[config.mk]
export PLATFORM = sky130hd
export DESIGN_NAME = tracker_pattern_unpacker
export DESIGN_NICKNAME = d
export VERILOG_FILES = /design/src/rtl/tpu_pkg.sv /design/src/rtl/tpu_slot_ram.sv /design/src/rtl/tpu_parser.sv /design/src/rtl/tpu_out_reg.sv /design/src/rtl/tracker_pattern_unpacker.sv
export SDC_FILE = /design/constraint.sdc
export NUM_CORES = 2
export LEC_CHECK = 0
export ABC_AREA = 1
export BUFFER_PORTS_ARGS = -buffer_cell sky130_fd_sc_hd__clkbuf_2
export CORE_ASPECT_RATIO = 1.5
export CORE_MARGIN = 5
export CORE_UTILIZATION = 27
export DETAILED_ROUTE_END_ITERATION = 10
export PLACE_DENSITY = 0.51
export SLEW_MARGIN = 20
export SYNTH_ARGS = -nofsm -noshare
export SYNTH_HDL_FRONTEND = slang
export SYNTH_HIERARCHICAL = 1
export SYNTH_SLANG_ARGS = --single-unit
[constraint.sdc]
create_clock -name clk -period 19.16 [get_ports clk]
set_input_delay 0.958 -clock clk [delete_from_list [all_inputs] [get_ports clk]]
set_output_delay 0.958 -clock clk [all_outputs]
set_load 0.03 [all_outputs]
[src/rtl/tpu_pkg.sv]
`timescale 1ns / 1ps

package tpu_pkg;

  localparam int CHANNELS_DEF = 64;
  localparam int ROW_BITS_DEF = 8;

  localparam logic [7:0] NOTE_NONE = 8'd253;
  localparam logic [7:0] VOL_NONE  = 8'd255;

  localparam logic [7:0] MASK_NEW_BIT  = 8'h80;
  localparam logic [7:0] CHAN_MASK     = 8'h7F;
  localparam logic [7:0] HAS_NOTE      = 8'h11;
  localparam logic [7:0] HAS_INS       = 8'h22;
  localparam logic [7:0] HAS_VOL       = 8'h44;
  localparam logic [7:0] HAS_EFFECT    = 8'h88;

  localparam int S_DATA_W = 16;
  localparam int M_DATA_W = 48;

  // Remembered per-channel state: mask plus the five last field bytes.
  typedef struct packed {
    logic [7:0] effect_param;
    logic [7:0] effect;
    logic [7:0] volume;
    logic [7:0] instrument;
    logic [7:0] note;
    logic [7:0] mask;
  } slot_word_t;

  typedef struct packed {
    logic       row_end;
    logic [5:0] channel;
    logic [7:0] note;
    logic [7:0] instrument;
    logic [7:0] volume;
    logic [7:0] effect;
    logic [7:0] effect_param;
    logic       bad_channel;
  } result_t;

endpackage

[src/rtl/tpu_slot_ram.sv]
`timescale 1ns / 1ps

module tpu_slot_ram #(
  parameter int SLOTS  = 65,
  parameter int ADDR_W = 7
) (
  input  logic                clk,
  input  logic                rst,
  input  logic                wr_en,
  input  logic [ADDR_W-1:0]   wr_addr,
  input  tpu_pkg::slot_word_t wr_word,
  input  logic                rd_en,
  input  logic [ADDR_W-1:0]   rd_addr,
  output tpu_pkg::slot_word_t rd_word
);

  tpu_pkg::slot_word_t mem [SLOTS];
  logic [SLOTS-1:0]    valid;

  tpu_pkg::slot_word_t rd_q;
  tpu_pkg::slot_word_t byp_word;
  logic                byp;
  logic                rd_vld;

  always_ff @(posedge clk) begin
    if (wr_en) begin
      mem[wr_addr] <= wr_word;
    end
    if (rd_en) begin
      rd_q     <= mem[rd_addr];
      byp_word <= wr_word;
    end
  end

  // A slot that was never written reads as zero; a write in the same cycle as
  // the read is forwarded so the reader sees the newest contents.
  always_ff @(posedge clk) begin
    if (rst) begin
      valid  <= '0;
      byp    <= 1'b0;
      rd_vld <= 1'b0;
    end else begin
      if (wr_en) begin
        valid[wr_addr] <= 1'b1;
      end
      if (rd_en) begin
        byp    <= wr_en && (wr_addr == rd_addr);
        rd_vld <= valid[rd_addr];
      end
    end
  end

  assign rd_word = byp ? byp_word : (rd_vld ? rd_q : '0);

endmodule

[src/rtl/tpu_parser.sv]
`timescale 1ns / 1ps

module tpu_parser #(
  parameter int CHANNELS = tpu_pkg::CHANNELS_DEF,
  parameter int ROW_BITS = tpu_pkg::ROW_BITS_DEF
) (
  input  logic                            clk,
  input  logic                            rst,
  input  logic                            s_tvalid,
  output logic                            s_tready,
  input  logic [tpu_pkg::S_DATA_W-1:0]    s_tdata,
  input  logic                            s_tuser,
  input  logic                            out_free,
  output logic                            out_load,
  output tpu_pkg::result_t                out_res
);

  localparam int SLOTS  = CHANNELS + 1;
  localparam int ADDR_W = (SLOTS > 1) ? $clog2(SLOTS) : 1;
  localparam int CMP_W  = (ROW_BITS > 8) ? ROW_BITS : 8;
  localparam logic [ROW_BITS-1:0] ROW_MAX = {ROW_BITS{1'b1}};

  typedef enum logic [2:0] {
    PH_CHAN, PH_MASK, PH_NOTE, PH_INS, PH_VOL, PH_EFT, PH_EFP
  } phase_t;

  function automatic phase_t next_phase(input logic [7:0] mask, input phase_t from);
    phase_t ph;
    ph = PH_CHAN;
    if (from <= PH_EFT && mask[3]) ph = PH_EFT;
    if (from <= PH_VOL && mask[2]) ph = PH_VOL;
    if (from <= PH_INS && mask[1]) ph = PH_INS;
    if (from <= PH_NOTE && mask[0]) ph = PH_NOTE;
    return ph;
  endfunction

  function automatic logic [ADDR_W-1:0] slot_of(input logic [6:0] chn);
    if ({1'b0, chn} < 8'(CHANNELS)) begin
      return ADDR_W'(chn);
    end
    return ADDR_W'(CHANNELS);
  endfunction

  // Input register
  logic                in_valid;
  logic                in_kind;
  logic [7:0]          in_byte;
  logic [7:0]          in_wanted;

  // Decoder state
  phase_t              phase;
  logic [ROW_BITS-1:0] row;
  logic [6:0]          cur_chan;
  logic [ADDR_W-1:0]   cur_slot;
  tpu_pkg::slot_word_t cur_word;

  phase_t              phase_next;
  logic [ROW_BITS-1:0] row_next;
  logic [6:0]          chan_next;
  logic [ADDR_W-1:0]   slot_next;
  tpu_pkg::slot_word_t word_next;

  logic                accept;
  logic                process;
  logic                finish;
  logic                row_hit;
  logic                emit;
  tpu_pkg::result_t    res;

  logic                wr_en;
  logic [ADDR_W-1:0]   rd_addr;
  tpu_pkg::slot_word_t rd_word;
  logic [7:0]          s_chan_byte;

  assign process  = in_valid && out_free;
  assign s_tready = !in_valid || process;
  assign accept   = s_tvalid && s_tready;

  // Every incoming byte is looked up as if it were a channel byte; the result
  // is only used when it is one.
  assign s_chan_byte = (s_tdata[7:0] - 8'd1) & tpu_pkg::CHAN_MASK;
  assign rd_addr     = slot_of(s_chan_byte[6:0]);

  tpu_slot_ram #(
    .SLOTS  (SLOTS),
    .ADDR_W (ADDR_W)
  ) u_ram (
    .clk     (clk),
    .rst     (rst),
    .wr_en   (wr_en),
    .wr_addr (cur_slot),
    .wr_word (word_next),
    .rd_en   (accept),
    .rd_addr (rd_addr),
    .rd_word (rd_word)
  );

  assign row_hit = CMP_W'(row) == CMP_W'(in_wanted);

  always_comb begin
    logic [7:0] chb;
    phase_next = phase;
    row_next   = row;
    chan_next  = cur_chan;
    slot_next  = cur_slot;
    word_next  = cur_word;
    wr_en      = 1'b0;
    finish     = 1'b0;
    emit       = 1'b0;
    res        = '0;
    chb        = (in_byte - 8'd1) & tpu_pkg::CHAN_MASK;

    if (in_kind) begin
      phase_next = PH_CHAN;
      chan_next  = '0;
      row_next   = '0;
    end else begin
      unique case (phase)
        PH_CHAN: begin
          if (in_byte == 8'd0) begin
            emit        = row_hit;
            res.row_end = 1'b1;
            if (row != ROW_MAX) begin
              row_next = row + ROW_BITS'(1);
            end
          end else begin
            chan_next = chb[6:0];
            slot_next = slot_of(chb[6:0]);
            word_next = rd_word;
            if ((in_byte & tpu_pkg::MASK_NEW_BIT) != 8'd0) begin
              phase_next = PH_MASK;
            end else begin
              phase_next = next_phase(rd_word.mask, PH_NOTE);
              finish     = (phase_next == PH_CHAN);
            end
          end
        end
        PH_MASK: begin
          word_next.mask = in_byte;
          wr_en          = 1'b1;
          phase_next     = next_phase(in_byte, PH_NOTE);
          finish         = (phase_next == PH_CHAN);
        end
        PH_NOTE: begin
          word_next.note = in_byte;
          wr_en          = 1'b1;
          phase_next     = next_phase(cur_word.mask, PH_INS);
          finish         = (phase_next == PH_CHAN);
        end
        PH_INS: begin
          word_next.instrument = in_byte;
          wr_en                = 1'b1;
          phase_next           = next_phase(cur_word.mask, PH_VOL);
          finish               = (phase_next == PH_CHAN);
        end
        PH_VOL: begin
          word_next.volume = in_byte;
          wr_en            = 1'b1;
          phase_next       = next_phase(cur_word.mask, PH_EFT);
          finish           = (phase_next == PH_CHAN);
        end
        PH_EFT: begin
          word_next.effect = in_byte;
          wr_en            = 1'b1;
          phase_next       = PH_EFP;
        end
        PH_EFP: begin
          word_next.effect_param = in_byte;
          wr_en                  = 1'b1;
          phase_next             = PH_CHAN;
          finish                 = 1'b1;
        end
        default: begin
          phase_next = PH_CHAN;
        end
      endcase
    end

    if (finish) begin
      emit        = row_hit;
      res.channel = chan_next[5:0];
      res.note    = ((word_next.mask & tpu_pkg::HAS_NOTE) != 8'd0) ?
                    word_next.note : tpu_pkg::NOTE_NONE;
      res.instrument = ((word_next.mask & tpu_pkg::HAS_INS) != 8'd0) ?
                       word_next.instrument : 8'd0;
      res.volume  = ((word_next.mask & tpu_pkg::HAS_VOL) != 8'd0) ?
                    word_next.volume : tpu_pkg::VOL_NONE;
      if ((word_next.mask & tpu_pkg::HAS_EFFECT) != 8'd0) begin
        res.effect       = word_next.effect;
        res.effect_param = word_next.effect_param;
      end
      res.bad_channel = ({1'b0, chan_next} >= 8'(CHANNELS));
    end

    // Nothing moves unless the item is actually taken this cycle.
    if (!process) begin
      wr_en = 1'b0;
    end
  end

  assign out_load = process && emit;
  assign out_res  = res;

  always_ff @(posedge clk) begin
    if (rst) begin
      in_valid <= 1'b0;
      phase    <= PH_CHAN;
      row      <= '0;
      cur_chan <= '0;
    end else begin
      if (accept) begin
        in_valid <= 1'b1;
      end else if (process) begin
        in_valid <= 1'b0;
      end
      if (process) begin
        phase    <= phase_next;
        row      <= row_next;
        cur_chan <= chan_next;
      end
    end
  end

  always_ff @(posedge clk) begin
    if (accept) begin
      in_kind   <= s_tuser;
      in_byte   <= s_tdata[7:0];
      in_wanted <= s_tdata[15:8];
    end
    if (process) begin
      cur_slot <= slot_next;
      cur_word <= word_next;
    end
  end

endmodule

[src/rtl/tpu_out_reg.sv]
`timescale 1ns / 1ps

module tpu_out_reg (
  input  logic                         clk,
  input  logic                         rst,
  input  logic                         load,
  input  tpu_pkg::result_t             res,
  output logic                         free,
  output logic                         m_tvalid,
  input  logic                         m_tready,
  output logic [tpu_pkg::M_DATA_W-1:0] m_tdata,
  output logic                         m_tlast,
  output logic                         m_tuser
);

  tpu_pkg::result_t held;

  assign free = !m_tvalid || m_tready;

  always_ff @(posedge clk) begin
    if (rst) begin
      m_tvalid <= 1'b0;
    end else if (load) begin
      m_tvalid <= 1'b1;
    end else if (m_tready) begin
      m_tvalid <= 1'b0;
    end
  end

  always_ff @(posedge clk) begin
    if (load) begin
      held <= res;
    end
  end

  assign m_tdata = {2'b00, held.effect_param, held.effect, held.volume,
                    held.instrument, held.note, held.channel};
  assign m_tlast = held.row_end;
  assign m_tuser = held.bad_channel;

endmodule

[src/rtl/tracker_pattern_unpacker.sv]
`timescale 1ns / 1ps

// Packed tracker pattern decoder.
// The input stream carries one pattern byte per item: s_tuser high restarts the
// pattern at row zero (the byte is ignored), otherwise s_tdata[7:0] is the next
// packed byte and s_tdata[15:8] the row whose channel events are reported.
// Each channel entry completed in the wanted row yields one output item with
// the note, instrument, volume and effect bytes (absent ones at their defaults);
// the end of the wanted row yields an item with m_tlast high and zero data.
// m_tuser flags a channel beyond the supported count.
// For an item that yields output, m_tvalid rises once the input register has
// held it and the decode step has loaded the output register. One item is
// accepted every cycle while the output register is free; the channel table is
// a memory whose registered read is started from the incoming byte, so a
// channel byte finds its mask when it reaches decode.
// Reset returns to the channel-byte phase at row zero and marks every channel
// slot as unwritten, which reads as zero.
// When m_tready is low the output register holds, the input register fills and
// s_tready drops; no item is lost or repeated.
module tracker_pattern_unpacker #(
  parameter int CHANNELS = tpu_pkg::CHANNELS_DEF,
  parameter int ROW_BITS = tpu_pkg::ROW_BITS_DEF
) (
  input  logic                         clk,
  input  logic                         rst,
  input  logic                         s_tvalid,
  output logic                         s_tready,
  input  logic [tpu_pkg::S_DATA_W-1:0] s_tdata,  // pattern_byte, wanted_row
  input  logic                         s_tuser,  // kind
  output logic                         m_tvalid,
  input  logic                         m_tready,
  // channel, note, instrument, volume, effect, effect_param, zero pad
  output logic [tpu_pkg::M_DATA_W-1:0] m_tdata,
  output logic                         m_tlast,  // row_end
  output logic                         m_tuser   // bad_channel
);

  logic             out_free;
  logic             out_load;
  tpu_pkg::result_t out_res;

  tpu_parser #(
    .CHANNELS (CHANNELS),
    .ROW_BITS (ROW_BITS)
  ) u_parser (
    .clk      (clk),
    .rst      (rst),
    .s_tvalid (s_tvalid),
    .s_tready (s_tready),
    .s_tdata  (s_tdata),
    .s_tuser  (s_tuser),
    .out_free (out_free),
    .out_load (out_load),
    .out_res  (out_res)
  );

  tpu_out_reg u_out (
    .clk      (clk),
    .rst      (rst),
    .load     (out_load),
    .res      (out_res),
    .free     (out_free),
    .m_tvalid (m_tvalid),
    .m_tready (m_tready),
    .m_tdata  (m_tdata),
    .m_tlast  (m_tlast),
    .m_tuser  (m_tuser)
  );

endmodule

Word level (Yosys, flattened, before mapping)
Memories as Yosys holds them, arrays and structs flattened. A register that Yosys moved wholly into a read port is not among the register bits.
Index checks and enable logic that the tools add are counted.
Storage, ports and cells
  register bits: 255
  memory bits (writable): 3120
  input bits: 21
  output and inout port bits: 52
  logic and storage cells: 166
  memories: 1
Cells by class
  $add $sub $neg: 3
  $lt $le $gt $ge: 6
  equal/unequal tests: 10
  multiplexer cells: 76
  bitwise operators: 4
  reductions and logical operators: 33
Memories
  u_parser.u_ram.mem: words 65, width 48, rd ports 1, clocked after memory_dff 1, write ports 1, line tpu_slot_ram.sv:17  | tpu_pkg::slot_word_t mem [SLOTS];
Operators with widths (number)
  $mux W48: 4
  $pmux W8 S2: 6
  $mux W3: 26
  $or A65 B65 Y65: 1
  $mux W8: 6
  $mux W7: 6
  $reduce_bool A8 Y1: 4
  $mux W1: 24
  $logic_not A3 Y1: 6
  $pmux W3 S6: 1
  $lt A7 B8 Y1 const B: 2
  $lt A7 B7 Y1 const B: 2
  $sub A7 B1 Y7 const B: 2
  $reduce_bool A2 Y1: 5
  $eq A3 B3 Y1 const B: 3
  $add A8 B1 Y8 const B: 1
  $eq A8 B8 Y1: 1
  $logic_not A8 Y1: 1
  $ne A8 B8 Y1 const B: 1
  $reduce_and A2 Y1: 4
  $reduce_and A4 Y1: 2
  $bmux W1 S7: 1
  $demux W1 S7: 1
  $eq A7 B7 Y1: 1
  12 further kinds: 21

Longest topological paths before layout
  depth in word-level cells: 18
  depth in mapped cells: 23
  mapped depth without buffers: 18

Cells and area by module
Netlist, hierarchy kept.
By module, submodules not included
  tpu_slot_ram: instances 1, cells each 10123, area an instance 129539.2 um^2, seq. area each 97913.9 um^2
  tpu_parser: instances 1, cells each 727, area an instance 5587.9 um^2, seq. area each 2542.4 um^2
  tpu_out_reg: instances 1, cells each 56, area an instance 1502.7 um^2, seq. area each 1461.4 um^2

Worst setup path before layout
No wires, ideal clock.
  path kind: in2reg
  from: in m_tready
  to: reg u_parser.u_ram.byp
  setup time: 0.065 ns
  data arrival time: 7.870 ns
  required time: 19.095 ns
  path slack: 11.225 ns
  cell stages on the path: 10
  path buffers: 0
  path through: inv_1 -> nand2_2 -> inv_1 -> a21oi_1 -> inv_1 -> a211oi_1 -> o2111ai_1 -> nor2_1 -> a21oi_1 -> nor2_1
Between the ends
  word-level cells in the longest chain between the ends: 4
  elaborated cells between the ends (all ways): 6
  classes of those cells: mux: 1; reduce/logical: 5
Ends and longest elaborated chain
  start, declared: line tracker_pattern_unpacker.sv:31  | input logic m_tready,
  $logic_or A1 B1 Y1: line tpu_out_reg.sv:18  | assign free = !m_tvalid || m_tready;
  via out_free: line tracker_pattern_unpacker.sv:38  | logic out_free;
  $logic_and A1 B1 Y1: line tpu_parser.sv:75  | assign process = in_valid && out_free;
  $logic_or A1 B1 Y1: line tpu_parser.sv:76  | assign s_tready = !in_valid || process;
  $logic_and A1 B1 Y1: line tpu_parser.sv:77  | assign accept = s_tvalid && s_tready;
  via u_parser.accept: line tpu_parser.sv:63  | logic accept;
  end signal, assigned: line tpu_slot_ram.sv:47  | byp <= wr_en && (wr_addr == rd_addr);
  end, declared: line tpu_slot_ram.sv:22  | logic byp;
The timed path passes the listed nets, and every way through them passes these cells.
A chain may end at the register's enable or synchronous reset.

Worst setup path after layout
  from: in s_tdata[0] (netlist name)
  to: reg, netlist name u_parser/u_ram/rd_q[23]
Between the ends
  word-level cells in the longest chain between the ends: 4
  elaborated cells between the ends (all ways): 5
  classes of those cells: add/sub: 1; order compare: 1; mux: 3
Ends and longest elaborated chain
  start, declared: line tracker_pattern_unpacker.sv:28  | input logic [tpu_pkg::S_DATA_W-1:0] s_tdata,
  $sub A7 B1 Y7 (*): line tpu_parser.sv:81  | assign s_chan_byte = (s_tdata[7:0] - 8'd1) & tpu_pkg::CHAN_MASK;
  $lt A7 B7 Y1: line tpu_parser.sv:38  | if ({1'b0, chn} < 8'(CHANNELS)) begin
  $mux W1: line tpu_parser.sv:38
  $mux W7 (*): line tpu_parser.sv:41  | return ADDR_W'(CHANNELS);
  via u_parser.rd_addr[6]: line tpu_parser.sv:71  | logic [ADDR_W-1:0] rd_addr;
The timed path passes the listed nets; every way through them passes the cells marked *. The select of a mux whose other input is x is not followed.

==> results.md <==
* Cells after Synth at between 10k and 15k
* Mean instance size in the synthesized netlist at 12.5 µm²
* Number of setup violations in the final report at 0
* Setup Total Neg Slack at 0 ns
* Clk Tree Root Cell: clkbuf_16
* Vertical extent of the die at 881 µm
* Cell at the slowest stage of the critical path: buf_4
* Maximum number of pins on one net before global-route repair at 184
* First-pass GRT wire length at 634 mm
* Number of gates given a new drive strength after cts at 0
* TritonCTS buffer count at just over 300
* Maximum clock rate at approximately 170 MHz
* Commonest non-fill, non-tap cell in the layout: edfxtp_1
* Category of the worst setup path capture point: register
* Die X at 591 µm
* Depth of the worst register-to-register path at 10
* Unrepaired setup endpoints after global routing: false
* Global route overflow at 0
* Number of global-route vias before repair at 84.4k
* Most instantiated flip-flop cell in the synthesis netlist: edfxtp_1
* Final Non-Filler Cells at 17.8k
* Final design utilization at 30.6%
* Antenna violations before repair at 9
* Power Dens Cells at 103 nW/µm²
* GP Congestion at between 0.8 and 0.9
* DRC Markers at 0
* #FFs+latches synth at 3,423
* CTS clock-pin slew for the worst setup and hold paths at 0.07 ns
* Vias per std cell at 4.98
* Area growth from synthesis to layout at 13.2%
* Reg-to-Reg End: u_parser/u_ram/mem[21][7]
* Core Area at 505,000 µm²
* Run status: finished, final reports clean
* Post-Place Cells at around 17k
* Number of warnings reported in the yosys synthesis log at 6
* Share of async-settable or async-resettable flops after synthesis at 0%
* Final max-slew violation count at 0
* Critical Path Source Type: primary input
* Aggregate routed wire length at 449 mm
* Share of synthesized area occupied by flip-flops and latches at 74.6%
* Final HPWL from detailed placement at 230 mm
* Largest stage delay, worst path at 0.79 ns
* Startpoint of the worst setup timing path: s_tdata[0]
* Sinks on Clock Net at 3,423
* Total vias in the final route at 88.8k
* Min-Delay Path Class: in -> reg
* Period utilisation layout at roughly a third
* Initial detailed-routing violation count at 8,734
* Post-layout power at 15.9 mW
* Library cells used by synthesis at 44
* Standby leakage power at about 50 nW
* Required time of the critical path at 19.90 ns
* Most frequent cells in the layout: edfxtp_1 (3,336), nor2_1 (2,065), nand2_1 (1,267)
* Normalized max-slew margin at between 20% and 30%
* Overall routing resource usage at 16.6%
* Peak supply drop at 0.0624 mV
* Fraction of final layout cells sized beyond drive strength 1 at 8.44%
* Filler Cell Count at 50.8k
* Final-report hold violation count at 0
* Critical path fanouts, max at 162
* Buffers from clock root to sink, at most at 4
* Final net count at about 11k
* EDFF count, synth at 3,336
* Worst Clk Skew at 0.0741 ns
* Cells along the critical path: clkbuf_2 -> inv_1 -> ha_1 -> nand2_1 -> nor3_1 -> xor2_4 -> nor2_4 -> inv_8 -> buf_4 -> buf_12 -> buf_4 -> buf_4 -> o21ai_0 -> o211ai_1 -> nand3_1 -> nand3_1 -> nand3_1 -> nand2_1 -> nand2_1 -> nand2_1
* Max-Cap Viols at 0
* Count of buffers inserted at the top-level ports at 70
* Mean routed wirelength per cell at between 20 and 30 µm
* CP Capture Point: u_parser/u_ram/rd_q[23]
* Buffers inserted by post-CTS timing repair at 0
* Die Area at 521,000 µm²
* TritonCTS clock tree: yes
* Hold Buf Count CTS at 0
* Worst-case register-to-register setup slack at 13.83 ns
* Most repeated library cell on the critical path: nand2_1
* Worst slew pin tran at 1.18 ns
* Placement Rows at 320
* Cell area after synthesis at 137,000 µm²
* Worst reg2reg path startpoint: u_parser/in_valid
* Initial core utilization at 27.0%
* Worst setup path class: in -> reg
* Depth of the CTS H-tree at 5
* Drt pass-1 iters at 6
* Final min period at 6.02 ns
* Endpoint arrival time on the critical path at between 6 and 7 ns
* ANT nets after route at 0
* Clk Latency, worst-skew pair at 0.94 ns
* Top Ports at 73
==> metrics by stage <==
| step | hold WS, ns | setup slack [ns] | cell area [µm²] |
|---|---|---|---|
| finish | 0.238 | 13.14 | 155000 |
| global route | 0.205 | 12.81 | 155000 |
| CTS | 0.157 | 13.24 | 155000 |
| detailed placement | 0.452 | 12.30 | 145000 |
| global placement | 0.444 | 12.24 | 145000 |
| floorplan | 0.435 | 11.23 | 137000 |
==> Yosys cell counts, drive strengths merged (87+ instances only) <==
| master | n | area (µm²) |
|---|---|---|
| nand2 | 1309 | 4950 |
| clkbuf | 370 | 1390 |
| edfxtp | 3336 | 100000 |
| a21oi | 243 | 1230 |
| o211ai | 391 | 2940 |
| o21ai | 1462 | 7320 |
| buf | 342 | 2160 |
| nand3 | 649 | 3250 |
| o22ai | 174 | 1090 |
| nor2 | 2152 | 8180 |
| dfxtp | 87 | 1740 |
| inv | 210 | 788 |
==> worst min-delay path by stage <==
| stage | start | cells after the start | endpoint |
|---|---|---|---|
| floorplan | u_parser/u_ram/valid[13] | 2 | u_parser/u_ram/valid[13] |
| global placement | u_parser/u_ram/valid[19] | 2 | u_parser/u_ram/valid[19] |
| detailed placement | u_parser/u_ram/valid[19] | 2 | u_parser/u_ram/valid[19] |
| CTS | s_tdata[7] | 1 | u_parser/in_byte[7] |
| global route | s_tdata[7] | 1 | u_parser/in_byte[7] |
| finish | s_tdata[7] | 1 | u_parser/in_byte[7] |
==> per-layer routing <==
layer | track usage, % | vias up | wire [µm]
met1 | 20.3 | 45900 | 176000
met5 | 0 | - | 0
met4 | 6.36 | 0 | 18900
li1 | - | 39100 | -
met3 | 1.60 | 762 | 23500
met2 | 30.0 | 3042 | 231000
==> area by class of cell <==
type                    count  area (µm²)  share of cell area, %
diodes                     12        30.0                 0.0194
clock buffers             364        8060                   5.21
clock inverters           172        1780                   1.15
inverters                 211         826                  0.534
multi-input cells        6561       31100                   20.1
flip-flops and latches   3423      102000                   65.9
well taps                6762        8460                   5.47
repair buffers            327        2550                   1.65
==> worst max-delay path: cells and delay by family <==
family | cells | cell delay (ns)
buffers and inverters | 7 | 3.25
and+or+nand+nor | 9 | 1.38
AOI/OAI and AO/OA | 2 | 0.33
xor gates and xnor gates | 1 | 0.28
adders and majority gates | 1 | 0.18
==> logic make-up after synthesis <==
| logic type | after synthesis | synth area share (%) |
|---|---|---|
| AOI/OAI and AO/OA | 2386 | 9.88 |
| xor gates and xnor gates | 12 | 0.0769 |
| buffers and inverters | 923 | 3.18 |
| other | 1 | 0.00274 |
| and+or+nand+nor | 4157 | 12.2 |
| DFF | 3423 | 74.6 |
| adders and majority gates | 4 | 0.0366 |
==> power breakdown <==
| part | total [mW] | switching [mW] | internal (mW) |
|---|---|---|---|
| clock | 6.26 | 2.77 | 3.48 |
| combinational | 1.24 | 0.966 | 0.274 |
| sequential | 8.37 | 0.0294 | 8.34 |
==> sequential cells by signal, summed over array words and instances (netlist names) <==
register,count
u_parser/in_valid,1
u_parser/in_kind,1
u_parser/u_ram/rd_vld,1
u_parser/u_ram/valid,65
u_parser/row,8
u_parser/cur_chan,7
u_out/m_tuser,1
u_parser/u_ram/byp_word,48
u_parser/u_ram/byp,1
u_out/m_tdata,46
u_parser/cur_slot,7
u_parser/in_wanted,8
u_parser/u_ram/rd_q,48
u_parser/cur_word,48
u_parser/phase,3
u_out/m_tvalid,1
u_out/m_tlast,1
u_parser/u_ram/mem,3120
u_parser/in_byte,8
No activity file was read; power rests on OpenSTA's default activity.
